## src/rtl/sbdft_pkg.sv

```systemverilog
// shared constants, register indexes and twiddle tables of the single-bin dft tone detector
package sbdft_pkg;

    localparam int SB_RING_DEPTH    = 128;
    localparam int SB_WINDOW_LENGTH = 64;
    localparam int SB_CHANNELS      = 3;

    localparam int SB_CH_W     = 2;
    localparam int SB_SAMPLE_W = 12;
    localparam int SB_X_W      = 13;
    localparam int SB_TW_W     = 16;
    localparam int SB_PROD_W   = 28;
    localparam int SB_FRAC     = 14;
    localparam int SB_LEVEL_W  = 18;
    localparam int SB_POWER_W  = 37;
    localparam int SB_CAP_W    = 7;
    localparam int SB_PH_W     = 5;
    localparam int SB_TW_STEPS = 25;
    localparam int SB_TONE_STEP = 9;

    localparam logic [SB_POWER_W-1:0] SB_POWER_MAX = '1;

    localparam logic [SB_SAMPLE_W-1:0] SB_CENTRE_A_RST = 12'd2059;
    localparam logic [SB_SAMPLE_W-1:0] SB_CENTRE_B_RST = 12'd2058;
    localparam logic [SB_SAMPLE_W-1:0] SB_CENTRE_C_RST = 12'd2053;
    localparam logic [SB_LEVEL_W-1:0]  SB_LEVEL_RST    = 18'd1500;

    localparam int SB_CFG_IDX_W = 3;
    localparam logic [SB_CFG_IDX_W-1:0] SB_REG_CENTRE_A = 3'd0;
    localparam logic [SB_CFG_IDX_W-1:0] SB_REG_CENTRE_B = 3'd1;
    localparam logic [SB_CFG_IDX_W-1:0] SB_REG_CENTRE_C = 3'd2;
    localparam logic [SB_CFG_IDX_W-1:0] SB_REG_LEVEL_A  = 3'd3;
    localparam logic [SB_CFG_IDX_W-1:0] SB_REG_LEVEL_B  = 3'd4;
    localparam logic [SB_CFG_IDX_W-1:0] SB_REG_LEVEL_C  = 3'd5;

    localparam logic [SB_CH_W-1:0] SB_CH_NONE = 2'd3;

    typedef logic signed [SB_TW_W-1:0] t_twiddle;

    // cos(2*pi*k/25) in q1.14
    function automatic t_twiddle tw_cos(input logic [SB_PH_W-1:0] ph);
        t_twiddle v;
        case (ph)
            5'd0:  v = 16'sd16384;
            5'd1:  v = 16'sd15869;
            5'd2:  v = 16'sd14357;
            5'd3:  v = 16'sd11943;
            5'd4:  v = 16'sd8779;
            5'd5:  v = 16'sd5063;
            5'd6:  v = 16'sd1029;
            5'd7:  v = -16'sd3070;
            5'd8:  v = -16'sd6976;
            5'd9:  v = -16'sd10444;
            5'd10: v = -16'sd13255;
            5'd11: v = -16'sd15233;
            5'd12: v = -16'sd16255;
            5'd13: v = -16'sd16255;
            5'd14: v = -16'sd15233;
            5'd15: v = -16'sd13255;
            5'd16: v = -16'sd10444;
            5'd17: v = -16'sd6976;
            5'd18: v = -16'sd3070;
            5'd19: v = 16'sd1029;
            5'd20: v = 16'sd5063;
            5'd21: v = 16'sd8779;
            5'd22: v = 16'sd11943;
            5'd23: v = 16'sd14357;
            5'd24: v = 16'sd15869;
            default: v = '0;
        endcase
        return v;
    endfunction

    // sin(2*pi*k/25) in q1.14
    function automatic t_twiddle tw_sin(input logic [SB_PH_W-1:0] ph);
        t_twiddle v;
        case (ph)
            5'd0:  v = 16'sd0;
            5'd1:  v = 16'sd4075;
            5'd2:  v = 16'sd7893;
            5'd3:  v = 16'sd11216;
            5'd4:  v = 16'sd13833;
            5'd5:  v = 16'sd15582;
            5'd6:  v = 16'sd16352;
            5'd7:  v = 16'sd16094;
            5'd8:  v = 16'sd14825;
            5'd9:  v = 16'sd12624;
            5'd10: v = 16'sd9630;
            5'd11: v = 16'sd6031;
            5'd12: v = 16'sd2053;
            5'd13: v = -16'sd2053;
            5'd14: v = -16'sd6031;
            5'd15: v = -16'sd9630;
            5'd16: v = -16'sd12624;
            5'd17: v = -16'sd14825;
            5'd18: v = -16'sd16094;
            5'd19: v = -16'sd16352;
            5'd20: v = -16'sd15582;
            5'd21: v = -16'sd13833;
            5'd22: v = -16'sd11216;
            5'd23: v = -16'sd7893;
            5'd24: v = -16'sd4075;
            default: v = '0;
        endcase
        return v;
    endfunction

endpackage

```

## src/rtl/sbdft_mul.sv

```systemverilog
// shared dual multiplier with registered products, used for dft macs, squares and thresholds
module sbdft_mul import sbdft_pkg::*; #(
    parameter int OPW = 21
) (
    input  logic                  i_clk,
    input  logic signed [OPW-1:0] i_a0,
    input  logic signed [OPW-1:0] i_b0,
    input  logic signed [OPW-1:0] i_a1,
    input  logic signed [OPW-1:0] i_b1,
    output logic signed [2*OPW-1:0] o_p0,
    output logic signed [2*OPW-1:0] o_p1
);

    logic signed [2*OPW-1:0] r_p0;
    logic signed [2*OPW-1:0] r_p1;

    always_ff @(posedge i_clk) begin
        r_p0 <= i_a0 * i_b0;
        r_p1 <= i_a1 * i_b1;
    end

    assign o_p0 = r_p0;
    assign o_p1 = r_p1;

endmodule

```

## config.mk

```make
export PLATFORM = sky130hd
export DESIGN_NAME = sbdft_mul
export DESIGN_NICKNAME = d
export VERILOG_FILES = /design/src/rtl/sbdft_pkg.sv /design/src/rtl/sbdft_mul.sv
export SDC_FILE = /design/constraint.sdc
export NUM_CORES = 2
export LEC_CHECK = 0
export BUFFER_PORTS_ARGS = -buffer_cell sky130_fd_sc_hd__buf_2
export CAP_MARGIN = 20
export CELL_PAD_IN_SITES_DETAIL_PLACEMENT = 1
export CELL_PAD_IN_SITES_GLOBAL_PLACEMENT = 2
export CORE_UTILIZATION = 42
export CTS_CLUSTER_SIZE = 20
export DETAILED_ROUTE_END_ITERATION = 10
export PLACE_DENSITY_LB_ADDON = 0.1
export SLEW_MARGIN = 10
export SYNTH_ARGS = -nofsm -noshare
export SYNTH_HDL_FRONTEND = slang
export SYNTH_SLANG_ARGS = --single-unit
```

## constraint.sdc

```tcl
create_clock -name i_clk -period 8 [get_ports i_clk]
set_input_delay 0.4 -clock i_clk [delete_from_list [all_inputs] [get_ports i_clk]]
set_output_delay 0.4 -clock i_clk [all_outputs]
set_load 0.05 [all_outputs]
```

==> impl_metrics.env <==
export IMPL_fin_tns_setup_ns=0
export IMPL_synth_fa_ha_area_share_pct=61.84
export IMPL_synth_distinct_cells=64
export IMPL_synth_edf_count=0
export IMPL_worstMarginPinSlew_ns=0.7952
export IMPL_root_buffer="clkbuf_16"
export IMPL_fin_ws_ns=0.9037
export IMPL_min_from="i_b1[0]"
export IMPL_critPathKind="in -> reg"
export IMPL_layout_commonest_cell="inv_1"
export IMPL_cts_path_max_buffers=2
export IMPL_syn_mean_instance_area_um2=9.364
export IMPL_critPathSlowestCell="fa_1"
export IMPL_drive_gt1_share_pct=5.967
export IMPL_hold_viol=0
export IMPL_setup_worst_path_start="i_b1[3]"
export IMPL_grt_use_total_pct=24.61
export IMPL_layout_common_cells="inv_1 (977), fa_1 (918), nand2_1 (464)"
export IMPL_synthXorXnorAreaFrac_pct=2.253
export IMPL_cts_buffers=9
export IMPL_synth_compound_area_share_pct=4.012
export IMPL_clock_sinks=84
export IMPL_crit_arrival_ns=7.32
export IMPL_maxSlewHeadroom_pct=46.67
export IMPL_grt_pass1_wl_um=155300
export IMPL_synth_seq_cells=84
export IMPL_cp_common_cell="fa_1"
export IMPL_gp_congestion=0.8162
export IMPL_wl_per_cell_um=20.05
export IMPL_cap_viol_max_count=0
export IMPL_setup_viol=0
export IMPL_initial_core_util_pct=42.47
export IMPL_ctsResizeCount=0
export IMPL_htreeDepth=3
export IMPL_first_global_vias=28489
export IMPL_crit_path_end_kind="flip-flop"
export IMPL_muxShareOfSynthArea_pct=0.02926
export IMPL_rows=104
export IMPL_synth_nets=4878
export IMPL_synth_flop_cell="dfxtp_1"
export IMPL_rsz0062_at_grt="no"
export IMPL_synthSimpleGateAreaFrac_pct=14.36
export IMPL_instances_no_fill=4748
export IMPL_crit_chain="buf_2 -> nand2_1 -> fa_1 -> fa_1 -> inv_1 -> fa_1 -> inv_1 -> fa_1 -> inv_1 -> fa_1 -> fa_1 -> inv_1 -> fa_1 -> inv_1 -> ha_1 -> and2_1 -> and3b_1 -> and3_1 -> and2_1 -> a31oi_1 -> o211a_1 -> nor2_1 -> a31oi_2 -> o211ai_1"
export IMPL_syn2layout_area_growth_pct=5.859
export IMPL_viasPerCell=4.972
export IMPL_dp_cells=4731
export IMPL_cts_tree="built"
export IMPL_post_cts_buffers=0
export IMPL_ys_warn_count=0
export IMPL_period_needed_ns=7.096
export IMPL_syn_area_um2=34210
export IMPL_grt_max_degree=22
export IMPL_io_pins=169
export IMPL_dieArea_um2=82590
export IMPL_hp_class="in -> reg"
export IMPL_cts_hold_buf=0
export IMPL_fin_crit_sh_pct=88.70
export IMPL_cp_start_kind="input pin"
export IMPL_port_buffers=168
export IMPL_run_status="finished clean"
export IMPL_synth_async_reset_ratio_pct=0
export IMPL_vias=23608
export IMPL_fmax_mhz=140.9
export IMPL_dp_hpwl_um=80120
export IMPL_critical_path_buf_inv_count=6
export IMPL_ant_nets=0
export IMPL_grt_remaining_overflow=0
export IMPL_place_ws_ns=0.5443
export IMPL_required_ns=8.23
export IMPL_die_height_um=287.4
export IMPL_seq_area_frac_synth_pct=4.916
export IMPL_core_area_um2=80550
export IMPL_drt_pass1_iterations=5
export IMPL_antenna_found_initial=3
export IMPL_die_w_um=287.4
export IMPL_drc_errors=0
export IMPL_nets=4907
export IMPL_worst_path_largest_cell_delay_ns=0.63
export IMPL_clkTransAtPathRegs_ns=0.08
export IMPL_synth_top_family_by_area="adder cells"
export IMPL_critical_path_top_delay_family="adder cells"
export IMPL_cp_max_fo=21
export IMPL_hold_slack_ns=0.5219
export IMPL_totalWireLength_um=95190
export IMPL_maxSlewViolCount=0
export IMPL_drt_iter0_drc=918
export IMPL_syn_inst=3653
-- cell usage after synthesis (3+ instances only) --
master / n / area (um^2)
a311o_1: 3 / 30.03
o211ai_1: 7 / 52.55
dfxtp_1: 84 / 1682
a31oi_1: 4 / 25.02
clkbuf_1: 167 / 626.9
a2111oi_0: 4 / 35.03
inv_1: 977 / 3667
or3_1: 3 / 18.77
o21ai_0: 29 / 145.1
and3_1: 7 / 43.79
xor2_1: 14 / 122.6
o21ai_1: 4 / 20.02
nand3_1: 4 / 20.02
a211oi_1: 9 / 67.56
nor2_1: 69 / 259.0
fa_1: 918 / 18380
xnor2_1: 74 / 648.1
a21o_1: 23 / 172.7
nor3_1: 12 / 60.06
o21a_1: 9 / 67.56
a21oi_1: 53 / 265.3
o21bai_1: 13 / 97.59
a21boi_0: 3 / 22.52
ha_1: 222 / 2778
a31oi_2: 3 / 37.54
nand2_1: 464 / 1742
and2_1: 409 / 2559
nand4_1: 4 / 25.02
nand2b_1: 14 / 87.58
-- logic make-up (layout without fill, tap and decap cells) --
logic type / count (synthesis) / in the layout
fa+ha+maj: 1140 / 1140
flops: 84 / 84
compound gates: 194 / 194
xor+xnor: 88 / 88
mux: 1 / 1
simple gates: 999 / 999
other cells: 0 / 1
buf+inv: 1147 / 1181
-- final timing paths --
check,endpoint,slack [ns],depth (start not counted)
max,o_p1[41]$_DFF_P_,0.90,24
min,o_p1[0]$_DFF_P_,0.52,2
-- metrics by stage --
step,area (um^2),util (%)
floorplan,34210,-
global placement,35880,44.54
detailed placement,35880,44.54
CTS,36210,44.95
global route,36210,44.95
finish,36210,44.96
-- sequential cells by signal, summed over array words and instances (netlist names) --
signal	count
o_p1	42
o_p0	42
-- layer usage --
| layer | share of wire [%] | vias to the layer above | GRT usage [%] |
|---|---|---|---|
| met3 | 3.1 | 103 | 2.976 |
| met2 | 52 | 370 | 43.60 |
| met1 | 43 | 12687 | 31.81 |
| met4 | 2.4 | 0 | 6.130 |
| li1 | - | 10448 | - |
| met5 | 0 | - | 0 |
-- cell type report --
cell class                 count  area, um^2
clock inverter                 7       105.1
sequential                    84        1682
inverter                     979        3675
timing repair buffer         186       975.9
fill                        9267       44340
multi-input combinational   2422       28220
clock buffer                   9       225.2
antenna                        1       2.502
tap                         1060        1326
Power is left out: the tool's default activity adds up to more than one toggle a clock period on the data nets, which glitch-free logic cannot reach.
